==> config.mk <==
export PLATFORM = sky130hd
export DESIGN_NAME = gcrb_turn_div
export DESIGN_NICKNAME = d
export VERILOG_FILES = /design/src/hw/rtl/gcrb_pkg.sv /design/src/hw/rtl/gcrb_turn_div.sv
export SDC_FILE = /design/constraint.sdc
export NUM_CORES = 2
export LEC_CHECK = 0
export ABC_AREA = 1
export BUFFER_PORTS_ARGS = -buffer_cell sky130_fd_sc_hd__buf_2
export CAP_MARGIN = 20
export CORE_MARGIN = 1.5
export CORE_UTILIZATION = 60
export DETAILED_ROUTE_END_ITERATION = 10
export GPL_ROUTABILITY_DRIVEN = 1
export PLACE_DENSITY_LB_ADDON = 0.12
export SLEW_MARGIN = 10
export SYNTH_ARGS = -nofsm -noshare
export SYNTH_HDL_FRONTEND = slang
export SYNTH_SLANG_ARGS = --single-unit
==> constraint.sdc <==
create_clock -name clk -period 8.9 [get_ports clk]
set_input_delay 1.335 -clock clk [delete_from_list [all_inputs] [get_ports clk]]
set_output_delay 1.335 -clock clk [all_outputs]
set_load 0.005 [all_outputs]
==> src/hw/rtl/gcrb_pkg.sv <==
`default_nettype none
package gcrb_pkg;

  // CORDIC iteration count and arctangent table in binary turns (2^32 = one circle)
  localparam int NITER = 30;
  localparam logic [31:0] ATAN_TAB [NITER] = '{
    32'h20000000, 32'h12E4051E, 32'h09FB385B, 32'h051111D4, 32'h028B0D43,
    32'h0145D7E1, 32'h00A2F61E, 32'h00517C55, 32'h0028BE53, 32'h00145F2F,
    32'h000A2F98, 32'h000517CC, 32'h00028BE6, 32'h000145F3, 32'h0000A2FA,
    32'h0000517D, 32'h000028BE, 32'h0000145F, 32'h00000A30, 32'h00000518,
    32'h0000028C, 32'h00000146, 32'h000000A3, 32'h00000051, 32'h00000029,
    32'h00000014, 32'h0000000A, 32'h00000005, 32'h00000003, 32'h00000001
  };

  // CORDIC start vector length (inverse gain, Q30)
  localparam logic signed [33:0] CORDIC_KINV = 34'sd652032874;
  localparam logic [31:0] HALF_TURN = 32'h8000_0000;

  // Degree to turn conversion: quotient of a biased dividend by 45
  localparam int DIV_W = 40;
  localparam int DIV_STAGES = 5;
  // ceil(2^46 / 45): multiply and keep bits from 46 up, exact for any 40-bit dividend
  localparam logic [40:0] DIV_RECIP = 41'd1563749870615;
  // 45 * 2^33 keeps the dividend positive, plus 22 for rounding
  localparam logic [DIV_W-1:0] TURN_BIAS = 40'h5A_0000_0016;

  // Square root and latency figures
  localparam int SQRT_STEPS = 31;
  localparam int SQRT_LAT = SQRT_STEPS + 1;
  localparam int ATAN_LAT = NITER + 1;

  localparam logic [30:0] Q30_ONE = 31'h4000_0000;
  localparam logic [30:0] RADIUS_K = 31'd1416532188;
  localparam logic [29:0] DIST_MAX = 30'd708313088;
  localparam logic [24:0] BEARING_FULL = 25'd23592960;

  typedef enum logic [1:0] {
    REG_REF_LATITUDE  = 2'd0,
    REG_REF_LONGITUDE = 2'd1,
    REG_RANGE_LIMIT   = 2'd2
  } reg_index_t;

  // Q30 products floored back to Q30
  function automatic logic signed [33:0] mulq32(input logic signed [31:0] a,
                                                input logic signed [31:0] b);
    logic signed [63:0] p;
    p = a * b;
    return p[63:30];
  endfunction

  function automatic logic signed [33:0] mulq34(input logic signed [33:0] a,
                                                input logic signed [33:0] b);
    logic signed [67:0] p;
    p = a * b;
    return p[63:30];
  endfunction

endpackage
`default_nettype wire

==> src/hw/rtl/gcrb_turn_div.sv <==
`default_nettype none
module gcrb_turn_div (
  input  wire logic        clk,
  input  wire logic        rst,
  input  wire logic        en,
  input  wire logic        in_valid,
  input  wire logic [39:0] dividend,
  output logic             out_valid,
  output logic [31:0]      quotient
);

  localparam int STAGES = gcrb_pkg::DIV_STAGES;
  localparam logic [40:0] RECIP = gcrb_pkg::DIV_RECIP;

  logic [40:0]       pp_ll;
  logic [39:0]       pp_lh;
  logic [40:0]       pp_hl;
  logic [39:0]       pp_hh;
  logic [41:0]       mid;
  logic [40:0]       lo;
  logic [39:0]       hh2;
  logic [61:0]       low_sum;
  logic [39:0]       hh3;
  logic [80:0]       total;
  logic [31:0]       q;
  logic [STAGES-1:0] vld;

  // Join the high partial product with the low sum
  assign total = {hh3, 41'd0} + {19'd0, low_sum};

  // Multiply the dividend in 20-bit pieces by the reciprocal of 45, then sum through mid, low_sum and q
  always_ff @(posedge clk) begin
    if (en) begin
      pp_ll <= 41'(dividend[19:0]) * 41'(RECIP[20:0]);
      pp_lh <= 40'(dividend[19:0]) * 40'(RECIP[40:21]);
      pp_hl <= 41'(dividend[39:20]) * 41'(RECIP[20:0]);
      pp_hh <= 40'(dividend[39:20]) * 40'(RECIP[40:21]);
      mid <= {1'b0, pp_lh, 1'b0} + {1'b0, pp_hl};
      lo <= pp_ll;
      hh2 <= pp_hh;
      low_sum <= {mid, 20'd0} + {21'd0, lo};
      hh3 <= hh2;
      q <= total[77:46];
      quotient <= q;
    end
  end

  // Advance valid bits
  always_ff @(posedge clk) begin
    if (rst) begin
      vld <= '0;
    end else if (en) begin
      vld <= {vld[STAGES-2:0], in_valid};
    end
  end

  assign out_valid = vld[STAGES-1];

endmodule
`default_nettype wire

After elaboration in Yosys (flattened, before gate mapping) --
Cells that the tools add are included.
Storage, ports and cells: flip-flop bits (word level) 431, word-level logic and storage cells 19, bits of input ports 44
Cells by class: add/subtract/negate cells 3, multiply operators 4
Operator list (number):
- $add A78 B62 Y78 | 1
- $mul A20 B17 Y37 const B | 2
- $add A62 B37 Y62 | 1
- $add A41 B37 Y42 | 1
- $mul A20 B19 Y39 const B | 1
- $mul A20 B19 Y36 const B | 1

Logic depth before layout (Yosys ltp) --
depth after elaboration 1, mapped depth 23

Worst setup path before layout --
No wires, ideal clock.
path type input-to-reg, start input port dividend[8], end register pp_ll[32] (data pin), path slack 2941 ps, cell stages on the path 19, library setup time 252 ps, path buffers 0, data arrival time 5707 ps, data required time 8648 ps, cell sequence ha_1 -> fa_1 -> inv_1 -> fa_1 -> fa_1 -> inv_1 -> fa_1 -> inv_1 -> fa_1 -> inv_1 -> ha_1 -> a21oi_1 -> o21bai_1 -> a21oi_1 -> nor2_1 -> nor3_1 -> nand2_1 -> nand2_1 -> nand2_1
Between the ends: longest elaborated chain between the ends 1
Ends and longest elaborated chain:
- start, declared | RTL line gcrb_turn_div.sv:7 | input wire logic [39:0] dividend,
- $mul A20 B17 Y37 | RTL line gcrb_turn_div.sv:34 | pp_ll <= 41'(dividend[19:0]) * 41'(RECIP[20:0]);
- end signal, assigned | RTL line gcrb_turn_div.sv:34
- end, declared | RTL line gcrb_turn_div.sv:15 | logic [40:0] pp_ll;
Every way passes these cells. A chain may end at the register's enable or synchronous reset.

Worst setup path in the final report --
start input port dividend[25], end register pp_hl[35] (data pin)
Between the ends: longest elaborated chain between the ends 1
Ends and longest elaborated chain:
- $mul A20 B17 Y37 | RTL line gcrb_turn_div.sv:36 | pp_hl <= 41'(dividend[39:20]) * 41'(RECIP[20:0]);
- end signal, assigned | RTL line gcrb_turn_div.sv:36
- end, declared | RTL line gcrb_turn_div.sv:17 | logic [40:0] pp_hl;
Every way passes these cells.

==> results.cfg <==
[sta]
slew_headroom_pct = 33.68
max_freq_ghz = 0.1514
finalSetupViolations = 0
tightest_slew_ns = 0.9948
drv_slew = 0
rsz0062_at_grt = false
finalSetupTns_ns = 0
min_period_over_period_pct = 74.19
skew_ns = 0.02128
final_hold_viol_count = 0
fin_crit_ns = 6.603

[detailed_routing]
firstDrtPassIters = 6
drc_errors = 0
final_antenna_net_count = 0
drt-vias-per-instance = 5.491
wl_mm = 102.3
vias = 27785
wl_per_cell_um = 20.22
drtIter0Drc = 2179

[cts]
cts_setup_buffers = 0
clk_latency_ns = 0.56
clock-root-buffer = clkbuf_16
cts_buffer_depth = 3
cts_buffers = 38
cts_resized = 0
htreeDepth = 2
path_clk_slew_ns = 0.07
cts.sinks = 345
cts_tree = built
hold_buffers = 0

[cells_and_area]
utilization_pct = 65.11
final_cell_mix = inv_1, nand2_1, ha_1, fa_1, edfxtp_1
final_common_cell = inv_1
n_antenna_cell = 0
final_nets = 5120
drive_above_1_share_pct = 5.049
synthToLayoutAreaGrowth_pct = 7.198

[worst_setup_path]
rr_startpoint = pp_hl[2]
crit_start = dividend[25]
worstPathArrival_ns = 6.93
critical_path_class = input pin to flip-flop
crit_path_max_fanout = 6
start_kind = input pin
required_ns = 9.23
worst_setup_path_end_kind = flip-flop

[grt]
antenna_found_initial = 1
grt_max_degree = 109
grt.overflow.total = 0
grt_pass1_wl_mm = 157.1
grt_pass1_vias = 27663
grtUsageTotal_pct = 33.21

[die]
rows = 90
io_pins = 77
core_area_um2 = 60470
die_w_um = 250.4
die_h_um = 250.4
dieArea_um2 = 62710
start_util_pct = 60.74

[placement]
portBuffers = 76
dp_hpwl_mm = 89.49
gp_congestion = 1.049

[logic_synthesis]
yosys-top-cells-area = edfxtp_1, fa_1, ha_1, inv_1, nand2_1
yosys_warnings = 0
synth_top_area_cell = edfxtp_1
postSynth.asyncResetShare_pct = 0
synth-seq-cells = 345
synth_cell_type_count = 44
dominantRegCellSynth = edfxtp_1
syn_nets = 5007
syn_inst = 4135
netlist.area_leader.share_pct = 27.80
synth.avg_cell_area_um2 = 8.882
ys_seq_area_share_pct = 28.07
synth_area_um2 = 36730
synth-edff-count = 340

[worst_hold_path]
min-delay-start = hh2[35]
hold_path.class = flip-flop to flip-flop

[outcome]
outcome = finished clean

[job]
max_cap_viol_count = 0
cells in the mapped netlist (18+ instances only):
cell type  instances
a21o_1            28
a21oi_1          240
edfxtp_1         340
fa_1             355
ha_1             473
inv_1            953
nand2_1          760
nand2_2           18
nand3_1          163
nand4_1           39
nor2_1           297
nor3_1            48
o21ai_0          114
o21bai_1          23
xnor2_1           30
xor2_1           110
worst max-delay path, cell delays in order:
cell	delay, ns
buf_2	0.17
ha_1	0.35
inv_1	0.24
fa_1	0.50
fa_1	0.57
fa_1	0.64
inv_1	0.09
fa_1	0.53
inv_1	0.05
fa_1	0.54
inv_1	0.05
ha_1	0.41
nand2_1	0.15
nor2_1	0.18
inv_1	0.13
nor3_1	0.14
nand2_1	0.08
nand2_1	0.20
nand3_1	0.12
nand2_1	0.10
xor2_1	0.34
routing by layer:
metal | part of all wire [%] | global-route usage [%]
met3 | 6.7 | 4.458
met4 | 2.7 | 8.693
met1 | 45 | 47.54
met2 | 46 | 53.48
met5 | 0 | 0
registers in the layout, indices dropped and copies added (netlist names):
register  cells
q            32
pp_hl        35
mid          42
vld           5
pp_lh        39
hh3          36
hh2          34
quotient     32
pp_hh        36
lo           17
pp_ll        17
low_sum      20
stage by stage:
| step | std cells | hold slack (ns) | setup WS [ns] | instance area, um2 |
|---|---|---|---|---|
| 5_1_grt | 5060 | 0.4147 | 2.113 | 39370 |
| 6_report | 5060 | 0.4114 | 2.297 | 39370 |
| 3_5_place_dp | 4990 | 0.4045 | 1.879 | 38090 |
| 4_1_cts | 5060 | 0.4100 | 2.451 | 39370 |
| 3_3_place_gp | 4990 | 0.4008 | 1.804 | 38090 |
| 2_1_floorplan | 4135 | 0.4003 | 2.941 | 36730 |
final cells by class:
cell class / count / area (um2)
multi-input combinational: 2825 / 22790
sequential: 345 / 10310
inverter: 959 / 3600
fill: 5211 / 21100
timing repair buffer: 79 / 412.9
clock inverter: 24 / 304.0
clock buffer: 46 / 980.9
tap: 782 / 978.4
final timing paths:
check | endpoint | depth (start not counted) | slack [ns]
worst max-delay path | pp_hl[35] | 21 | 2.30
worst min register to register | hh3[35] | 0 | 0.41
worst min-delay path | hh3[35] | 0 | 0.41
worst max register to register | mid[34] | 15 | 6.17
cell families after synthesis:
family / synth area share, %
buffers and inverters: 9.889
XOR/XNOR: 3.338
AO/OA/AOI/OAI: 7.096
adder cells (fa/ha/maj): 35.46
AND/OR/NAND/NOR: 16.14
flip-flops: 28.07
Power is left out: the tool's default activity adds up to more than one toggle a clock period on the data nets, which glitch-free logic cannot reach.
