File: src/hw/rtl/gcrb_pkg.sv
`default_nettype none
package gcrb_pkg;

  // CORDIC iteration count and arctangent table in binary turns (2^32 = one circle)
  localparam int NITER = 30;
  localparam logic [31:0] ATAN_TAB [NITER] = '{
    32'h20000000, 32'h12E4051E, 32'h09FB385B, 32'h051111D4, 32'h028B0D43,
    32'h0145D7E1, 32'h00A2F61E, 32'h00517C55, 32'h0028BE53, 32'h00145F2F,
    32'h000A2F98, 32'h000517CC, 32'h00028BE6, 32'h000145F3, 32'h0000A2FA,
    32'h0000517D, 32'h000028BE, 32'h0000145F, 32'h00000A30, 32'h00000518,
    32'h0000028C, 32'h00000146, 32'h000000A3, 32'h00000051, 32'h00000029,
    32'h00000014, 32'h0000000A, 32'h00000005, 32'h00000003, 32'h00000001
  };

  // CORDIC start vector length (inverse gain, Q30)
  localparam logic signed [33:0] CORDIC_KINV = 34'sd652032874;
  localparam logic [31:0] HALF_TURN = 32'h8000_0000;

  // Degree to turn conversion: quotient of a biased dividend by 45
  localparam int DIV_W = 40;
  localparam int DIV_STAGES = 5;
  // ceil(2^46 / 45): multiply and keep bits from 46 up, exact for any 40-bit dividend
  localparam logic [40:0] DIV_RECIP = 41'd1563749870615;
  // 45 * 2^33 keeps the dividend positive, plus 22 for rounding
  localparam logic [DIV_W-1:0] TURN_BIAS = 40'h5A_0000_0016;

  // Square root and latency figures
  localparam int SQRT_STEPS = 31;
  localparam int SQRT_LAT = SQRT_STEPS + 1;
  localparam int ATAN_LAT = NITER + 1;

  localparam logic [30:0] Q30_ONE = 31'h4000_0000;
  localparam logic [30:0] RADIUS_K = 31'd1416532188;
  localparam logic [29:0] DIST_MAX = 30'd708313088;
  localparam logic [24:0] BEARING_FULL = 25'd23592960;

  typedef enum logic [1:0] {
    REG_REF_LATITUDE  = 2'd0,
    REG_REF_LONGITUDE = 2'd1,
    REG_RANGE_LIMIT   = 2'd2
  } reg_index_t;

  // Q30 products floored back to Q30
  function automatic logic signed [33:0] mulq32(input logic signed [31:0] a,
                                                input logic signed [31:0] b);
    logic signed [63:0] p;
    p = a * b;
    return p[63:30];
  endfunction

  function automatic logic signed [33:0] mulq34(input logic signed [33:0] a,
                                                input logic signed [33:0] b);
    logic signed [67:0] p;
    p = a * b;
    return p[63:30];
  endfunction

endpackage
`default_nettype wire

File: src/hw/rtl/gcrb_isqrt.sv
`default_nettype none
module gcrb_isqrt (
  input  wire logic        clk,
  input  wire logic        rst,
  input  wire logic        en,
  input  wire logic        in_valid,
  input  wire logic [30:0] a,
  output logic             out_valid,
  output logic [30:0]      root
);

  localparam int S = gcrb_pkg::SQRT_STEPS;

  logic [60:0] nrem [S+1];
  logic [60:0] res [S+1];
  logic [61:0] trial [S];
  logic [S:0]  vld;

  // Trial value of each step: partial root plus the current bit
  always_comb begin
    for (int i = 0; i < S; i++) begin
      trial[i] = {1'b0, res[i]} + (62'd1 << (60 - 2 * i));
    end
  end

  // Square root of a * 2^30, one result bit per stage
  always_ff @(posedge clk) begin
    if (en) begin
      nrem[0] <= {a, 30'd0};
      res[0] <= '0;
      for (int i = 0; i < S; i++) begin
        if ({1'b0, nrem[i]} >= trial[i]) begin
          nrem[i+1] <= nrem[i] - trial[i][60:0];
          res[i+1] <= (res[i] >> 1) + (61'd1 << (60 - 2 * i));
        end else begin
          nrem[i+1] <= nrem[i];
          res[i+1] <= res[i] >> 1;
        end
      end
    end
  end

  always_ff @(posedge clk) begin
    if (rst) begin
      vld <= '0;
    end else if (en) begin
      vld <= {vld[S-1:0], in_valid};
    end
  end

  assign out_valid = vld[S];
  assign root = res[S][30:0];

endmodule
`default_nettype wire

File: config.mk
export PLATFORM = sky130hd
export DESIGN_NAME = gcrb_isqrt
export DESIGN_NICKNAME = d
export VERILOG_FILES = /design/src/hw/rtl/gcrb_pkg.sv /design/src/hw/rtl/gcrb_isqrt.sv
export SDC_FILE = /design/constraint.sdc
export NUM_CORES = 2
export LEC_CHECK = 0
export ABC_CLOCK_PERIOD_IN_PS = 5800
export BUFFER_PORTS_ARGS = -buffer_cell sky130_fd_sc_hd__buf_2
export CORE_MARGIN = 2
export CORE_UTILIZATION = 30
export DETAILED_ROUTE_END_ITERATION = 10
export SYNTH_ARGS = -nofsm -noshare
export SYNTH_HDL_FRONTEND = slang
export SYNTH_SLANG_ARGS = --single-unit
File: constraint.sdc
create_clock -name clk -period 5.8 [get_ports clk]
set_input_delay 0.87 -clock clk [delete_from_list [all_inputs] [get_ports clk]]
set_output_delay 0.87 -clock clk [all_outputs]
set_load 0.005 [all_outputs]
Word level (Yosys, flattened, before mapping)
Memory sizes are Yosys's and may differ from the RTL's.
Index checks and enable logic that the tools add are counted.
Storage, ports and cells
  flip-flop bits (word level): 32
  RAM bits: 3904
  input bits: 35
  output and inout port bits: 32
  logic and storage cells: 439
  memories kept: 2
Cells by class
  $add $sub $neg: 93
  magnitude comparators: 31
  muxes and demuxes: 250
  bitwise gates (word level): 62
Memory list
  nrem: depth 32, bits a word 61, read ports 31, clocked after Yosys merged registers in 0, write ports 32, RTL line gcrb_isqrt.sv:14  | logic [60:0] nrem [S+1];
  res: depth 32, bits a word 61, read ports 32, clocked after Yosys merged registers in 0, write ports 32, RTL line gcrb_isqrt.sv:15  | logic [60:0] res [S+1];
Operators with widths (count)
  61-bit 2-to-1 mux: 62
  61-bit by 62-bit >= comparator with 1-bit output: 31
  61-bit subtractor: 31
  1-bit 2-to-1 mux: 188
  61-bit by 1-bit adder with 62-bit output, second input constant: 1
  61-bit by 11-bit adder with 62-bit output, second input constant: 1
  61-bit by 13-bit adder with 62-bit output, second input constant: 1
  61-bit by 15-bit adder with 62-bit output, second input constant: 1
  61-bit by 17-bit adder with 62-bit output, second input constant: 1
  61-bit by 19-bit adder with 62-bit output, second input constant: 1
  61-bit by 21-bit adder with 62-bit output, second input constant: 1
  61-bit by 23-bit adder with 62-bit output, second input constant: 1
  61-bit by 25-bit adder with 62-bit output, second input constant: 1
  61-bit by 27-bit adder with 62-bit output, second input constant: 1
  61-bit by 29-bit adder with 62-bit output, second input constant: 1
  61-bit by 3-bit adder with 62-bit output, second input constant: 1
  61-bit by 31-bit adder with 62-bit output, second input constant: 1
  61-bit by 33-bit adder with 62-bit output, second input constant: 1
  61-bit by 35-bit adder with 62-bit output, second input constant: 1
  61-bit by 37-bit adder with 62-bit output, second input constant: 1
  61-bit by 39-bit adder with 62-bit output, second input constant: 1
  61-bit by 41-bit adder with 62-bit output, second input constant: 1
  61-bit by 43-bit adder with 62-bit output, second input constant: 1
  61-bit by 45-bit adder with 62-bit output, second input constant: 1
  43 further kinds: 104

Depth between registers and ports, before layout
  depth after elaboration: 6
  mapped depth: 15
  depth with buffers taken out: 14

Worst setup path after synthesis
OpenSTA, ideal clock, no wires.
  path kind: input to register
  start point: input en
  end point: memory nrem[30][2] (netlist: nrem[1][856]), enable pin
  setup time: 478 ps
  data arrival time: 4108 ps
  required time: 5322 ps
  path slack: 1214 ps
  stages: 4
  buffers on the path: 4
  path through: clkbuf_1 > clkbuf_1 > clkbuf_1 > clkbuf_1
RTL lines
  start, declared: RTL line gcrb_isqrt.sv:5  | input wire logic en,
  end, declared: RTL line gcrb_isqrt.sv:14

==> impl_metrics.yaml <==
status:
  status: "finished clean"
power:
  ir_drop_uv: 304
  p_per_area_mw_per_mm2: 373
  power_w: 0.0373
  power_leakage_nw: 37.5
place:
  io_buffer_count: 66
  dp_hpwl_mm: 146
  place_congestion: 0.859
setup_path:
  end_kind: "flip-flop"
  crit_family: "compound AO/OA/AOI/OAI gates"
  slowest_delay_ns: 0.87
  required_ns: 6.34
  worst-path-buf-inv: 0
  critPathArrivalTime_ns: 5.15
  worst_path_max_delay_cell: "o311ai_0"
  startpoint_type: "flip-flop"
  crit_fanout: 7
  worstPathCellList: "ha_1, fa_1, a21oi_1, o2111ai_1, a31oi_1, o21ai_0, o311ai_0, or4_1, nand4_1, nor4b_1, xor2_1"
  worstSetupPathType: "reg2reg"
clock_tree:
  numCtsBuffers: 188
  cts_setup_buffers: 0
  cts_resized: 0
  cts_tree: "built"
  clkSlewWorstSetupHoldPaths_ns: 0.06
  worstSkewPairLatency_ns: 0.90
  h-tree-depth: 4
  cts-root-buf: "clkbuf_16"
  clockBufferDepth: 4
  clock-sinks: 1685
  postCtsHoldBufs: 0
timing:
  hold_violations: 0
  period_minus_slack_ns: 4.62
  skew_ns: 0.0844
  slew_viol_final: 0
  max_freq_mhz: 217
  setup_viol: 0
  layout_worst_path_cycle_share_pct: 79.6
  tns_ns: 0
  rsz0062_at_grt: "no"
  worst_pin_slew_ns: 1.17
  maxSlewHeadroom_pct: 21.3
detailed_routing:
  wl_mm: 194
  drt-vias-per-instance: 4.87
  drcViolationCount: 0
  drtIter0Drc: 3619
  dr.pass1.iters: 6
  postRouteAntennaNets: 0
  vias: 58444
  wl_per_cell_um: 16.2
die:
  die_area_mm2: 0.301
  start_util_pct: 30.1
  rows: 200
  die_w_um: 549
  ios: 67
  die_h_um: 549
  fp.coreArea_mm2: 0.296
logic_synthesis:
  syn_area_mm2: 0.0891
  ys_ff_latch: 1685
  ys_warn_count: 0
  ys_seq_area_share_pct: 56.4
  syn_avg_cell_area_um2: 11.4
  synth_edf_count: 1653
  ys.flop_type: "edfxtp_1"
  synthArstFlopShare_pct: 0
  synth_cell_types: 95
  syn_nets: 8371
  syn_inst: 7827
final_layout:
  nNetsFinal: 8458
  drive_gt1_share_pct: 6.45
  final_common_cell: "edfxtp_1"
  areaGrowthSynthToFinish_pct: 12.1
  layout_common_cells: "1,653 x edfxtp_1, 674 x nand2_1, 642 x inv_1"
global_route:
  grt_max_degree: 182
  overflow: 0
  grt_antenna_before_repair: 1
  grt_pass1_wl_mm: 310
  track_usage_pct: 12.6
  grt_pass1_vias: 60365
job:
  maxCapViolations: 0
min_path:
  worst_hold_path_type: "in2reg"
==> sequential cells by signal, summed over array words and instances, names as in the netlist <==
register / flops
vld: 32
res: 496
nrem: 1157
==> cells in the mapped netlist, drive strengths merged (12+ instances only) <==
cell | count | area, um2
and3 | 42 | 263
clkbuf | 160 | 601
fa | 15 | 300
a21o | 176 | 1320
nor2b | 65 | 407
o21a | 80 | 601
nor4b | 30 | 275
and4 | 15 | 131
o211ai | 37 | 278
nor4 | 181 | 1160
nand3 | 131 | 666
xnor2 | 366 | 3210
o21ai | 495 | 2480
mux2 | 42 | 473
inv | 643 | 2410
nor2 | 517 | 1940
nand3b | 18 | 135
or4 | 50 | 379
a21oi | 476 | 2390
or2 | 35 | 219
or3 | 81 | 512
ha | 494 | 6180
o2111ai | 14 | 123
buf | 62 | 394
edfxtp | 1653 | 49600
a211o | 28 | 245
o31ai | 35 | 268
a31o | 14 | 123
o21bai | 43 | 323
a2111oi | 12 | 111
dfxtp | 32 | 641
nand4b | 19 | 166
nand4 | 85 | 532
mux2i | 42 | 420
nand2 | 674 | 2530
xor2 | 394 | 3450
and2 | 19 | 119
a211oi | 51 | 383
a31oi | 29 | 188
nor3 | 203 | 1020
nor3b | 16 | 120
nand2b | 106 | 663
==> power breakdown <==
group	total (W)	internal (W)	switching, W
logic	0.00866	0.00359	0.00507
registers	0.0170	0.0157	0.00133
clock network	0.0116	0.00682	0.00479
==> area by class of cell <==
cell class / instances / area, um2
clock buffer: 217 / 4890
fill: 29016 / 196000
tap: 3939 / 4930
sequential: 1685 / 50300
inverter: 644 / 2420
timing repair buffer: 119 / 831
multi-input combinational: 5276 / 35500
antenna: 1 / 2.50
clock inverter: 111 / 1060
==> path summary, 6_finish.rpt <==
check	startpoint	end	slack [ns]	cells after the start
min reg2reg	nrem[0][30]	nrem[0][91]	0.40	0
max reg2reg	nrem[1][797]	nrem[1][894]	1.18	11
max	nrem[1][797]	nrem[1][894]	1.18	11
min	a[26]	nrem[0][56]	0.15	1
==> metrics by stage <==
stage	hold WS, ns	instance area (um2)	worst slack, ns	util, %	std cells
3_3_place_gp	0.402	94000	1.08	31.7	11663
6_report	0.146	99900	1.18	33.7	11992
5_1_grt	0.0940	99900	0.894	33.7	11992
3_5_place_dp	0.405	94000	1.21	31.7	11663
4_1_cts	0.0672	99900	1.22	33.7	11991
2_1_floorplan	0.400	89100	1.21	-	7827
==> per-layer routing <==
metal  global-route usage [%]  routed length, um
met5                        0                  0
met4                     5.69               8730
met3                     1.79               6910
met2                     24.8             104000
met1                     13.1              74300
==> worst register-to-register path: cells and delay by family, from the launching register on <==
family                   cells  cell delay, ns
AO/OA/AOI/OAI                5            1.96
flip-flops                   1            0.46
XOR/XNOR                     1            0.13
adder cells (fa/ha/maj)      2            0.68
AND/OR/NAND/NOR              3            1.15
==> logic make-up (layout without fill, tap and decap cells) <==
| group | count (synthesis) | count (layout) | share of synthesized area (%) |
|---|---|---|---|
| other | 0 | 1 | 0 |
| AO/OA/AOI/OAI | 1622 | 1622 | 11.2 |
| flip-flops | 1685 | 1685 | 56.4 |
| buffers and inverters | 866 | 1091 | 3.83 |
| adder cells (fa/ha/maj) | 509 | 509 | 7.27 |
| AND/OR/NAND/NOR | 2301 | 2301 | 12.8 |
| XOR/XNOR | 760 | 760 | 7.47 |
| multiplexers | 84 | 84 | 1.00 |
Power figures use the tool's default switching activity.
